`config.mk`:
```
export PLATFORM = sky130hd
export DESIGN_NAME = rle_nibble_tile_map_decoder
export DESIGN_NICKNAME = d
export VERILOG_FILES = /design/src/rtl/core/rntm_pkg.sv /design/src/rtl/core/rntm_div.sv /design/src/rtl/core/rntm_tile_store.sv /design/src/rtl/core/rle_nibble_tile_map_decoder.sv
export VERILOG_INCLUDE_DIRS = /design/src /design/src/rtl/core
export SDC_FILE = /design/constraint.sdc
export NUM_CORES = 2
export LEC_CHECK = 0
export BUFFER_PORTS_ARGS = -buffer_cell sky130_fd_sc_hd__buf_2
export CORE_MARGIN = 10
export CORE_UTILIZATION = 30
export DETAILED_ROUTE_END_ITERATION = 6
export HOLD_SLACK_MARGIN = 0.15
export PLACE_DENSITY = 0.42
export REMOVE_ABC_BUFFERS = 1
export SYNTH_ARGS = -nofsm -noshare
export SYNTH_HDL_FRONTEND = slang
export SYNTH_SLANG_ARGS = --single-unit
export TNS_END_PERCENT = 100
```
`constraint.sdc`:
```
create_clock -name clk -period 17.8 [get_ports clk]
set_clock_uncertainty 0.15 [all_clocks]
set_input_delay 4.45 -clock clk [delete_from_list [all_inputs] [get_ports clk]]
set_output_delay 4.45 -clock clk [all_outputs]
set_load 0.1 [all_outputs]
```
`src/rtl/core/rle_nibble_tile_map_decoder_assert.svh`:
```
// ============================================================================
// Assertion macros for the nibble-packed tile map decoder
// Clocked implication checks, reset-qualified on an active-low reset.
// ============================================================================
`ifndef RLE_NIBBLE_TILE_MAP_DECODER_ASSERT_SVH
`define RLE_NIBBLE_TILE_MAP_DECODER_ASSERT_SVH

// same-cycle implication
`define RNTM_ASSERT_IMP(lbl, clk, rst_n, ante, cons, msg) \
	lbl: assert property (@(posedge clk) disable iff (!(rst_n)) (ante) |-> (cons)) \
		else $error(msg);

// next-cycle implication
`define RNTM_ASSERT_NXT(lbl, clk, rst_n, ante, cons, msg) \
	lbl: assert property (@(posedge clk) disable iff (!(rst_n)) (ante) |=> (cons)) \
		else $error(msg);

`endif

```
`src/rtl/core/rntm_pkg.sv`:
```
// ============================================================================
// rntm_pkg
// Shared constants for the nibble-packed tile map decoder.
// ============================================================================
package rntm_pkg;

	localparam int unsigned DEF_MAX_ROW_BYTES = 16;
	localparam int unsigned DEF_MAX_ROWS      = 16;

	localparam int unsigned COUNT_W   = 10;
	localparam int unsigned COUNT_MAX = 1023;

	localparam int unsigned CFG_IDX_W  = 2;
	localparam int unsigned CFG_DATA_W = 5;

	// operations
	localparam logic [1:0] OP_BEGIN = 2'd0;
	localparam logic [1:0] OP_LOAD  = 2'd1;
	localparam logic [1:0] OP_READ  = 2'd2;

	// decode modes (code 3 behaves as row order)
	localparam logic [1:0] MODE_RAW = 2'd0;
	localparam logic [1:0] MODE_ROW = 2'd1;
	localparam logic [1:0] MODE_COL = 2'd2;

	// register indexes
	localparam logic [CFG_IDX_W-1:0] REG_ROW_BYTES    = 2'd0;
	localparam logic [CFG_IDX_W-1:0] REG_MAP_ROWS     = 2'd1;
	localparam logic [CFG_IDX_W-1:0] REG_DECODE_MODE  = 2'd2;
	localparam logic [CFG_IDX_W-1:0] REG_COUNTED_TILE = 2'd3;

	// run byte layout
	localparam logic [7:0] TILE_MASK  = 8'hE0;
	localparam logic [7:0] RUN_MASK   = 8'h1F;
	localparam int unsigned TILE_SHIFT = 5;
	localparam logic [7:0] LO_NIBBLE  = 8'h0F;
	localparam logic [7:0] HI_NIBBLE  = 8'hF0;

endpackage

```
`src/rtl/core/rntm_div.sv`:
```
// ============================================================================
// rntm_div
// Restoring divider, one quotient bit per cycle, shared by all load modes.
// ============================================================================
module rntm_div
	import rntm_pkg::*;
#(
	parameter int unsigned DVD_W = 10,
	parameter int unsigned DVS_W = 6
) (
	input  logic             clk,
	input  logic             arst_n,
	input  logic             start,
	input  logic [DVD_W-1:0] dividend,
	input  logic [DVS_W-1:0] divisor,
	output logic             done,
	output logic [DVD_W-1:0] quotient,
	output logic [DVS_W-1:0] remainder
);

	localparam int unsigned CNT_W = $clog2(DVD_W + 1);

	logic             busy_q;
	logic             done_q;
	logic [CNT_W-1:0] cnt_q;
	logic [DVD_W-1:0] quo_q;
	logic [DVS_W-1:0] rem_q;
	logic [DVS_W-1:0] dvs_q;

	logic [DVS_W:0] trial;
	logic [DVS_W:0] diff;
	logic           fits;

	always_comb begin
		trial = {rem_q, quo_q[DVD_W-1]};
		diff  = trial - {1'b0, dvs_q};
		fits  = (trial >= {1'b0, dvs_q});
	end

	always_ff @(posedge clk or negedge arst_n) begin
		if (!arst_n) begin
			busy_q <= 1'b0;
			done_q <= 1'b0;
			cnt_q  <= '0;
		end else begin
			done_q <= 1'b0;
			if (start) begin
				busy_q <= 1'b1;
				cnt_q  <= CNT_W'(DVD_W);
			end else if (busy_q) begin
				cnt_q <= cnt_q - CNT_W'(1);
				if (cnt_q == CNT_W'(1)) begin
					busy_q <= 1'b0;
					done_q <= 1'b1;
				end
			end
		end
	end

	// datapath, no reset needed
	always_ff @(posedge clk) begin
		if (start) begin
			quo_q <= dividend;
			rem_q <= '0;
			dvs_q <= divisor;
		end else if (busy_q) begin
			quo_q <= {quo_q[DVD_W-2:0], fits};
			rem_q <= fits ? diff[DVS_W-1:0] : trial[DVS_W-1:0];
		end
	end

	assign done      = done_q;
	assign quotient  = quo_q;
	assign remainder = rem_q;

endmodule

```
`src/rtl/core/rntm_tile_store.sv`:
```
// ============================================================================
// rntm_tile_store
// Single-port byte store, read-first, registered read data.
// ============================================================================
module rntm_tile_store
	import rntm_pkg::*;
#(
	parameter int unsigned DEPTH = DEF_MAX_ROW_BYTES * DEF_MAX_ROWS,
	parameter int unsigned AW    = 8
) (
	input  logic          clk,
	input  logic          rd_en,
	input  logic          wr_en,
	input  logic [AW-1:0] addr,
	input  logic [7:0]    wr_data,
	output logic [7:0]    rd_data
);

	logic [7:0] mem [DEPTH];
	logic [7:0] rd_data_q;

	always_ff @(posedge clk) begin
		if (wr_en) begin
			mem[addr] <= wr_data;
		end
		if (rd_en) begin
			rd_data_q <= mem[addr];
		end
	end

	assign rd_data = rd_data_q;

endmodule

```
`src/rtl/core/rle_nibble_tile_map_decoder.sv`:
```
// ============================================================================
// rle_nibble_tile_map_decoder
// Tile map stream decoder into a nibble-packed 2D store, with tile counting.
// ============================================================================
// Request channel item_valid / item_stall (operation, data_byte, read_col,
// read_row): begin clears cursor, count and flags; load decodes one stream
// byte; read returns one stored byte. Result channel result_valid /
// result_stall (map_byte, tile_count, map_done, overflowed), exactly one
// result per request. Config channel cfg_valid / cfg_ready (always ready),
// cfg_index, cfg_data; write only while no request is in flight.
// Request paths: begin, unknown op, terminator and out-of-range read go
// straight to the finish step; an in-range read reads the store, then
// finishes; a raw load divides, checks and writes; a run-length load
// divides, then checks, reads and writes per tile; a byte or tile past the
// grid end stops at the check. The shared bit-serial divider splits the
// cursor (10 bits wide by default) once per load except a terminator; each
// run tile costs check, read and write on the single store port, a raw byte check and write.
// One request at a time: item_stall is high from accept until the result
// enters the output register; a finished request waits while result_stall
// holds a previous result. Reset restores cursor, count, flags and config
// defaults; the store is not cleared and is undefined until written.
// ============================================================================
`include "rle_nibble_tile_map_decoder_assert.svh"

module rle_nibble_tile_map_decoder
	import rntm_pkg::*;
#(
	parameter int unsigned MAX_ROW_BYTES = DEF_MAX_ROW_BYTES,
	parameter int unsigned MAX_ROWS      = DEF_MAX_ROWS
) (
	input  logic                  clk,
	input  logic                  arst_n,
	// config
	input  logic                  cfg_valid,
	output logic                  cfg_ready,
	input  logic [CFG_IDX_W-1:0]  cfg_index,
	input  logic [CFG_DATA_W-1:0] cfg_data,
	// requests
	input  logic                  item_valid,
	output logic                  item_stall,
	input  logic [1:0]            operation,
	input  logic [7:0]            data_byte,
	input  logic [3:0]            read_col,
	input  logic [3:0]            read_row,
	// results
	output logic                  result_valid,
	input  logic                  result_stall,
	output logic [7:0]            map_byte,
	output logic [COUNT_W-1:0]    tile_count,
	output logic                  map_done,
	output logic                  overflowed
);

	localparam int unsigned DEPTH   = MAX_ROW_BYTES * MAX_ROWS;
	localparam int unsigned AW      = (DEPTH > 1) ? $clog2(DEPTH) : 1;
	localparam int unsigned CW      = $clog2(2 * DEPTH + 1);
	localparam int unsigned RBW     = $clog2(MAX_ROW_BYTES + 1);
	localparam int unsigned HW      = $clog2(MAX_ROWS + 1);
	localparam int unsigned DVS_MAX = (2 * MAX_ROW_BYTES > MAX_ROWS) ?
		2 * MAX_ROW_BYTES : MAX_ROWS;
	localparam int unsigned DW      = $clog2(DVS_MAX + 1);

	// sequencer states
	localparam logic [3:0] S_IDLE    = 4'd0;
	localparam logic [3:0] S_DIV     = 4'd1;
	localparam logic [3:0] S_CHECK   = 4'd2;
	localparam logic [3:0] S_RAW_WR  = 4'd3;
	localparam logic [3:0] S_RMW_RD  = 4'd4;
	localparam logic [3:0] S_RMW_WR  = 4'd5;
	localparam logic [3:0] S_RD_REQ  = 4'd6;
	localparam logic [3:0] S_RD_WAIT = 4'd7;
	localparam logic [3:0] S_FINISH  = 4'd8;

	// config registers
	logic [CFG_DATA_W-1:0] row_bytes_q;
	logic [CFG_DATA_W-1:0] map_rows_q;
	logic [1:0]            decode_mode_q;
	logic [3:0]            counted_tile_q;

	// map state
	logic [CW-1:0]      cursor_q;
	logic [COUNT_W-1:0] count_q;
	logic               done_q;
	logic               ovf_q;
	logic [CW-1:0]      grid_q;

	// per-request working registers
	logic [3:0]    state_q;
	logic          is_load_q;
	logic [7:0]    data_q;
	logic [2:0]    tile_q;
	logic [4:0]    run_left_q;
	logic [DW-1:0] divisor_q;
	logic [CW-1:0] quo_q;
	logic [DW-1:0] rem_q;
	logic [AW-1:0] mem_addr_q;
	logic          high_q;
	logic [7:0]    byte_q;

	// result register
	logic               result_valid_q;
	logic [7:0]         map_byte_q;
	logic [COUNT_W-1:0] tile_count_q;
	logic               map_done_q;
	logic               overflowed_q;

	// geometry
	logic [RBW-1:0]     w_eff;
	logic [HW-1:0]      h_eff;
	logic [RBW+HW-1:0]  area;
	logic [COUNT_W-1:0] cap;
	logic               mode_raw;
	logic               mode_col;

	// divider hookup
	logic          div_start;
	logic [CW-1:0] div_dividend;
	logic [DW-1:0] div_divisor;
	logic          div_done;
	logic [CW-1:0] div_quo;
	logic [DW-1:0] div_rem;

	// addressing and store port
	logic          accept;
	logic          rd_in_range;
	logic [AW-1:0] rd_addr;
	logic [CW-1:0] a_row;
	logic [CW-1:0] a_col;
	logic [AW-1:0] tile_addr;
	logic          tile_high;
	logic [CW-1:0] limit;
	logic          mem_rd_en;
	logic          mem_wr_en;
	logic [7:0]    mem_wdata;
	logic [7:0]    mem_rdata;
	logic [7:0]    merged;
	logic [3:0]    tile4;

	// counting
	logic [1:0]         hits;
	logic [COUNT_W:0]   count_sum;
	logic [COUNT_W-1:0] count_next;
	logic               fin_done;
	logic               out_free;

	// --- geometry: zero acts as one, large values clamp to the store size
	always_comb begin
		if (row_bytes_q == '0) begin
			w_eff = RBW'(1);
		end else if (int'(row_bytes_q) > int'(MAX_ROW_BYTES)) begin
			w_eff = RBW'(MAX_ROW_BYTES);
		end else begin
			w_eff = RBW'(row_bytes_q);
		end
		if (map_rows_q == '0) begin
			h_eff = HW'(1);
		end else if (int'(map_rows_q) > int'(MAX_ROWS)) begin
			h_eff = HW'(MAX_ROWS);
		end else begin
			h_eff = HW'(map_rows_q);
		end
	end

	assign area     = (RBW+HW)'(w_eff) * (RBW+HW)'(h_eff);
	assign mode_raw = (decode_mode_q == MODE_RAW);
	assign mode_col = (decode_mode_q == MODE_COL);

	// count saturates at grid size and at the counter limit
	always_comb begin
		if (int'(grid_q) > int'(COUNT_MAX)) begin
			cap = COUNT_W'(COUNT_MAX);
		end else begin
			cap = COUNT_W'(grid_q);
		end
	end

	// --- request side
	assign item_stall = (state_q != S_IDLE);
	assign accept     = item_valid && !item_stall;
	assign cfg_ready  = 1'b1;

	assign rd_in_range = (int'(read_col) < int'(w_eff)) && (int'(read_row) < int'(h_eff));
	assign rd_addr     = AW'(int'(read_row) * int'(MAX_ROW_BYTES) + int'(read_col));

	// raw mode divides the byte position by the width; run modes divide the
	// tile cursor by the tiles per row (row order) or the rows (column order)
	always_comb begin
		if (mode_raw) begin
			div_dividend = {1'b0, cursor_q[CW-1:1]};
			div_divisor  = DW'(w_eff);
		end else if (mode_col) begin
			div_dividend = cursor_q;
			div_divisor  = DW'(h_eff);
		end else begin
			div_dividend = cursor_q;
			div_divisor  = DW'({w_eff, 1'b0});
		end
	end

	assign div_start = accept && (operation == OP_LOAD) &&
		(mode_raw || ((data_byte & RUN_MASK) != 8'h00));

	rntm_div #(
		.DVD_W (CW),
		.DVS_W (DW)
	) u_div (
		.clk       (clk),
		.arst_n    (arst_n),
		.start     (div_start),
		.dividend  (div_dividend),
		.divisor   (div_divisor),
		.done      (div_done),
		.quotient  (div_quo),
		.remainder (div_rem)
	);

	// --- tile position to store address
	always_comb begin
		if (mode_raw) begin
			a_row     = quo_q;
			a_col     = CW'(rem_q);
			tile_high = 1'b0;
			limit     = CW'(h_eff);
		end else if (mode_col) begin
			a_row     = CW'(rem_q);
			a_col     = quo_q >> 1;
			tile_high = ~quo_q[0];
			limit     = CW'({w_eff, 1'b0});
		end else begin
			a_row     = quo_q;
			a_col     = CW'(rem_q >> 1);
			tile_high = ~rem_q[0];
			limit     = CW'(h_eff);
		end
	end

	assign tile_addr = AW'(int'(a_row) * int'(MAX_ROW_BYTES) + int'(a_col));

	// --- store port
	assign tile4     = {1'b0, tile_q};
	assign merged    = high_q ? {tile4, mem_rdata[3:0]} : {mem_rdata[7:4], tile4};
	assign mem_rd_en = (state_q == S_RD_REQ) || (state_q == S_RMW_RD);
	assign mem_wr_en = (state_q == S_RAW_WR) || (state_q == S_RMW_WR);
	assign mem_wdata = (state_q == S_RAW_WR) ? data_q : merged;

	rntm_tile_store #(
		.DEPTH (DEPTH),
		.AW    (AW)
	) u_store (
		.clk     (clk),
		.rd_en   (mem_rd_en),
		.wr_en   (mem_wr_en),
		.addr    (mem_addr_q),
		.wr_data (mem_wdata),
		.rd_data (mem_rdata)
	);

	// --- counting: raw bytes carry two tiles, runs one
	always_comb begin
		if (state_q == S_RAW_WR) begin
			hits = 2'((data_q[7:4] == counted_tile_q)) + 2'((data_q[3:0] == counted_tile_q));
		end else begin
			hits = 2'((tile4 == counted_tile_q));
		end
		count_sum = {1'b0, count_q} + (COUNT_W+1)'(hits);
		if (count_q >= cap) begin
			count_next = count_q;
		end else if (count_sum > {1'b0, cap}) begin
			count_next = cap;
		end else begin
			count_next = count_sum[COUNT_W-1:0];
		end
	end

	assign fin_done = done_q || (is_load_q && (cursor_q >= grid_q));
	assign out_free = !result_valid_q || !result_stall;

	// --- config registers
	always_ff @(posedge clk or negedge arst_n) begin
		if (!arst_n) begin
			row_bytes_q    <= CFG_DATA_W'(14);
			map_rows_q     <= CFG_DATA_W'(16);
			decode_mode_q  <= MODE_ROW;
			counted_tile_q <= 4'd0;
			grid_q         <= '0;
		end else begin
			grid_q <= CW'({area, 1'b0});
			if (cfg_valid && cfg_ready) begin
				unique case (cfg_index)
					REG_ROW_BYTES: begin
						row_bytes_q <= cfg_data;
					end
					REG_MAP_ROWS: begin
						map_rows_q <= cfg_data;
					end
					REG_DECODE_MODE: begin
						decode_mode_q <= cfg_data[1:0];
					end
					REG_COUNTED_TILE: begin
						counted_tile_q <= cfg_data[3:0];
					end
					default: begin
					end
				endcase
			end
		end
	end

	// --- sequencer
	always_ff @(posedge clk or negedge arst_n) begin
		if (!arst_n) begin
			state_q        <= S_IDLE;
			cursor_q       <= '0;
			count_q        <= '0;
			done_q         <= 1'b0;
			ovf_q          <= 1'b0;
			is_load_q      <= 1'b0;
			data_q         <= '0;
			tile_q         <= '0;
			run_left_q     <= '0;
			divisor_q      <= '0;
			quo_q          <= '0;
			rem_q          <= '0;
			mem_addr_q     <= '0;
			high_q         <= 1'b0;
			byte_q         <= '0;
			result_valid_q <= 1'b0;
			map_byte_q     <= '0;
			tile_count_q   <= '0;
			map_done_q     <= 1'b0;
			overflowed_q   <= 1'b0;
		end else begin
			// new result replaces a taken one in the same cycle
			if ((state_q == S_FINISH) && out_free) begin
				result_valid_q <= 1'b1;
			end else if (!result_stall) begin
				result_valid_q <= 1'b0;
			end
			unique case (state_q)
				S_IDLE: begin
					if (accept) begin
						byte_q    <= 8'h00;
						is_load_q <= 1'b0;
						state_q   <= S_FINISH;
						unique case (operation)
							OP_BEGIN: begin
								cursor_q <= '0;
								count_q  <= '0;
								done_q   <= 1'b0;
								ovf_q    <= 1'b0;
							end
							OP_LOAD: begin
								is_load_q  <= 1'b1;
								data_q     <= data_byte;
								tile_q     <= 3'((data_byte & TILE_MASK) >> TILE_SHIFT);
								run_left_q <= 5'(data_byte & RUN_MASK);
								divisor_q  <= div_divisor;
								if (div_start) begin
									state_q <= S_DIV;
								end else begin
									// terminator
									done_q <= 1'b1;
								end
							end
							OP_READ: begin
								if (rd_in_range) begin
									mem_addr_q <= rd_addr;
									state_q    <= S_RD_REQ;
								end
							end
							default: begin
							end
						endcase
					end
				end
				S_DIV: begin
					if (div_done) begin
						quo_q   <= div_quo;
						rem_q   <= div_rem;
						state_q <= S_CHECK;
					end
				end
				S_CHECK: begin
					// past the grid end: every remaining tile is dropped
					if (quo_q >= limit) begin
						ovf_q   <= 1'b1;
						state_q <= S_FINISH;
					end else begin
						mem_addr_q <= tile_addr;
						high_q     <= tile_high;
						state_q    <= mode_raw ? S_RAW_WR : S_RMW_RD;
					end
				end
				S_RAW_WR: begin
					count_q  <= count_next;
					cursor_q <= {cursor_q[CW-1:1], 1'b0} + CW'(2);
					state_q  <= S_FINISH;
				end
				S_RMW_RD: begin
					state_q <= S_RMW_WR;
				end
				S_RMW_WR: begin
					count_q    <= count_next;
					cursor_q   <= cursor_q + CW'(1);
					run_left_q <= run_left_q - 5'd1;
					if (rem_q == divisor_q - DW'(1)) begin
						rem_q <= '0;
						quo_q <= quo_q + CW'(1);
					end else begin
						rem_q <= rem_q + DW'(1);
					end
					state_q <= (run_left_q == 5'd1) ? S_FINISH : S_CHECK;
				end
				S_RD_REQ: begin
					state_q <= S_RD_WAIT;
				end
				S_RD_WAIT: begin
					byte_q  <= mem_rdata;
					state_q <= S_FINISH;
				end
				S_FINISH: begin
					if (out_free) begin
						done_q       <= fin_done;
						map_byte_q   <= byte_q;
						tile_count_q <= count_q;
						map_done_q   <= fin_done;
						overflowed_q <= ovf_q;
						state_q      <= S_IDLE;
					end
				end
				default: begin
					state_q <= S_IDLE;
				end
			endcase
		end
	end

	assign result_valid = result_valid_q;
	assign map_byte     = map_byte_q;
	assign tile_count   = tile_count_q;
	assign map_done     = map_done_q;
	assign overflowed   = overflowed_q;

	// --- checks
	`RNTM_ASSERT_NXT(a_div_start_seq, clk, arst_n, div_start, state_q == S_DIV,
		"divider started without sequencer waiting on it")
	`RNTM_ASSERT_IMP(a_div_done_seq, clk, arst_n, div_done, state_q == S_DIV,
		"divider finished outside the divide wait")
	`RNTM_ASSERT_IMP(a_write_in_grid, clk, arst_n, state_q == S_RMW_WR, cursor_q < grid_q,
		"tile write with cursor past the grid end")
	`RNTM_ASSERT_IMP(a_result_from_finish, clk, arst_n, $rose(result_valid_q),
		$past(state_q) == S_FINISH, "result presented outside the finish step")

endmodule
```
==> results.toml <==
[clock_tree]
clock_path_buffers = 4
cts_tree = "yes"
root_buffer = "clkbuf_16"
holdBufCountCts = 0
clk_pin_slew_ns = 0.06
cts_sinks = 2209
numCtsBuffers = 244
cts_max_level = 4
cts-resized-gates = 0
cts_setup_buffers = 0
insertion_delay_ns = 0.92

[power_and_ir_drop]
p_leak_uw = 0.0327
p_int_uw = 11100
p_seq_share_pct = 39.8
p_comb_share_pct = 31.5
power_density_nw_per_um2 = 168
p_sw_uw = 6140
ir_drop_v = 0.000210
p_sw_share_pct = 35.7
clkPwrFrac_pct = 28.7

[worst_setup_path]
cp-start-kind = "register"
endpoint_kind = "output port"
crit_buf_inv = 2
path_max_fanout = 14
crit_type = "reg -> out"
r2r_start = "mem_addr_q[0]"
critPathArrivalTime_ns = 2.79
worstPathCellList = "nor4_2 > inv_1 > buf_2"
required_ns = 13.20
worst_path_max_delay_cell = "nor4_2"
slowest_delay_ns = 0.72
crit_start = "state_q[3]"
cp_top_family = "simple AND/OR/NAND/NOR gates"

[route]
first_iter_violations = 4592
routed_via_density = 5.22
via_count = 47700
wl_per_cell_um = 32.1
drc = 0
dr.pass1.iters = 6
wirelength_um = 294000
ant_nets = 0

[sta]
maxSlewHeadroom_pct = 7.70
hold_slack_ns = 0.326
tightest_slew_ns = 1.38
min_period_ns = 7.39
fmax_mhz = 135
maxSlewViolCount = 0
fin_crit_sh_pct = 41.5
hold_viol_final = 0
setup_slack_ns = 10.41
grt_setup_unrepaired = "false"
setup_violations = 0

[floorplanning]
core-area_um2 = 297000
ios = 53
dieWidth_um = 566
die_h_um = 566
rows = 200
start_util_pct = 30.2
dieArea_um2 = 321000

[global_route]
gr-usage-all-layers_pct = 17.7
grt-ovfl-total = 0
antenna_found_initial = 13
grt_pass1_wl_um = 408000
grt_pass1_vias = 48100
grt_max_degree = 185

[synth]
synth_fa_ha_area_share_pct = 1.36
synth_top_family_by_area = "multiplexers"
synth_compound_area_share_pct = 4.40
ys_warn_count = 0
synthDistinctLibCells = 82
synthXorXnorAreaFrac_pct = 0.411
synth-edff-count = 2072
ys.flop_type = "edfxtp_1"
syn_inst = 4866
synth.area.mux_share_pct = 14.1
synthesis.area_um2 = 89600
synth_simple_gate_area_share_pct = 4.54
syn-mean-instance-area_um2 = 18.4
synthArstFlopShare_pct = 5.93
ys_seq_elements = 2209
ys_seq_area_share_pct = 73.3

[layout]
synthToLayoutAreaGrowth_pct = 14.4
layout_common_cells = "edfxtp_1, mux4_2, nor2_1"
final_cells = 9138
fin_area_um2 = 102000
mostFrequentLayoutCell = "edfxtp_1"
layout.nets = 5121
drive_above_1_share_pct = 20.7
fillers = 27900

[placement]
hpwl_um = 184000
gp_congestion = 0.812
dp_cells = 8693
portBuffers = 51
post-place-ws_ns = 10.51
placed_cell_area_um2 = 94800

[status]
status = "finished, final reports clean"

[min_path]
hold_start = "tile_count[2]"
hp-class = "reg -> reg"

[flow_run]
cap_violations = 0
==> worst paths after layout <==
kind,to,slack (ns),cells past startpoint
max,item_stall,10.41,3
min,tile_count[2],0.33,2
max reg2reg,u_store.rd_data[7],11.60,9
min reg2reg,tile_count[2],0.33,2
max in group asynchronous,cursor_q[2],12.76,2
min in group asynchronous,divisor_q[4],3.42,1
==> worst register-to-register path: cells and delay by family, from the launching register on <==
family | cells | cell delay [ns]
AO/OA/AOI/OAI | 2 | 0.92
buffers and inverters | 3 | 2.00
flip-flops | 1 | 0.78
multiplexers | 1 | 0.59
AND/OR/NAND/NOR | 3 | 1.52
==> routing by layer <==
layer | part of all wire (%) | routed length (µm) | up-vias | GRT usage [%]
met5 | 0.0044 | 13 | - | 0
met4 | 2.6 | 7780 | 2 | 4.50
met3 | 5.0 | 14700 | 350 | 2.51
met2 | 48 | 141000 | 1441 | 29.0
met1 | 44 | 130000 | 25900 | 24.9
li1 | - | - | 20000 | -
==> layout make-up <==
class | instances | area, µm² | area share [%]
multi-input combinational | 2285 | 22500 | 22.0
antenna | 4 | 10.0 | 0.00977
clock buffer | 303 | 6330 | 6.18
clock inverter | 138 | 1340 | 1.31
tap | 3939 | 4930 | 4.81
timing repair buffer | 177 | 1360 | 1.33
sequential | 2209 | 65600 | 64.1
inverter | 83 | 314 | 0.307
==> cells by family (layout without fill, tap and decap cells) <==
group,count (synthesis),count (layout)
other,1,5
muxes,679,679
adders and majority gates,91,91
and+or+nand+nor,888,888
xor gates and xnor gates,42,42
DFF,2209,2209
AOI/OAI and AO/OA,584,584
buffers and inverters,372,701
==> state kept, by name (all words and copies together), names as in the netlist, 2 cells and up <==
name / cells
u_div.quotient: 10
map_byte: 8
rem_q: 6
u_store.rd_data: 8
state_q: 4
u_div.cnt_q: 4
quo_q: 10
row_bytes_q: 5
cap: 9
mem_addr_q: 8
data_q: 8
tile_count: 10
counted_tile_q: 4
cursor_q: 10
count_q: 10
u_store.mem: 2048
u_div.dvs_q: 6
divisor_q: 6
run_left_q: 5
decode_mode_q: 2
u_div.remainder: 6
byte_q: 8
map_rows_q: 5
==> synth_stat cells (27+ instances only) <==
cell,number,share of area (%)
mux2_2,56,0.70
mux2i_1,163,1.8
dfrtp_1,126,3.5
a21oi_1,131,0.73
ha_1,80,1.1
edfxtp_1,2072,69
xnor2_1,28,0.27
inv_1,81,0.34
a22oi_1,131,1.1
nor2_1,375,1.6
nand4_1,30,0.21
clkbuf_1,149,0.62
nor2b_1,27,0.19
buf_2,90,0.50
o21ai_0,93,0.52
nand3_1,74,0.41
mux4_2,453,11
nor3_1,31,0.17
nand2_1,221,0.93
==> power groups by stage <==
stage | Combinational [µW] | Sequential, µW | Clock [µW]
final | 5430 | 6850 | 4940
after global routing | 5750 | 6880 | 5250
after CTS | 5540 | 6850 | 5050
after detailed placement | 5530 | 6960 | 0
after global placement | 5490 | 6960 | 0
after floorplan | 4350 | 7910 | 0
==> through the flow <==
stage               setup TNS [ns]  util [%]  power, µW
finish                           0      34.5      17200
global route                     0      34.5      17900
CTS                              0      34.5      17400
detailed placement               0      31.9      12500
global placement                 0      31.9      12500
floorplan                  -935.45         -      12300
(Power assumes the default switching activity.)
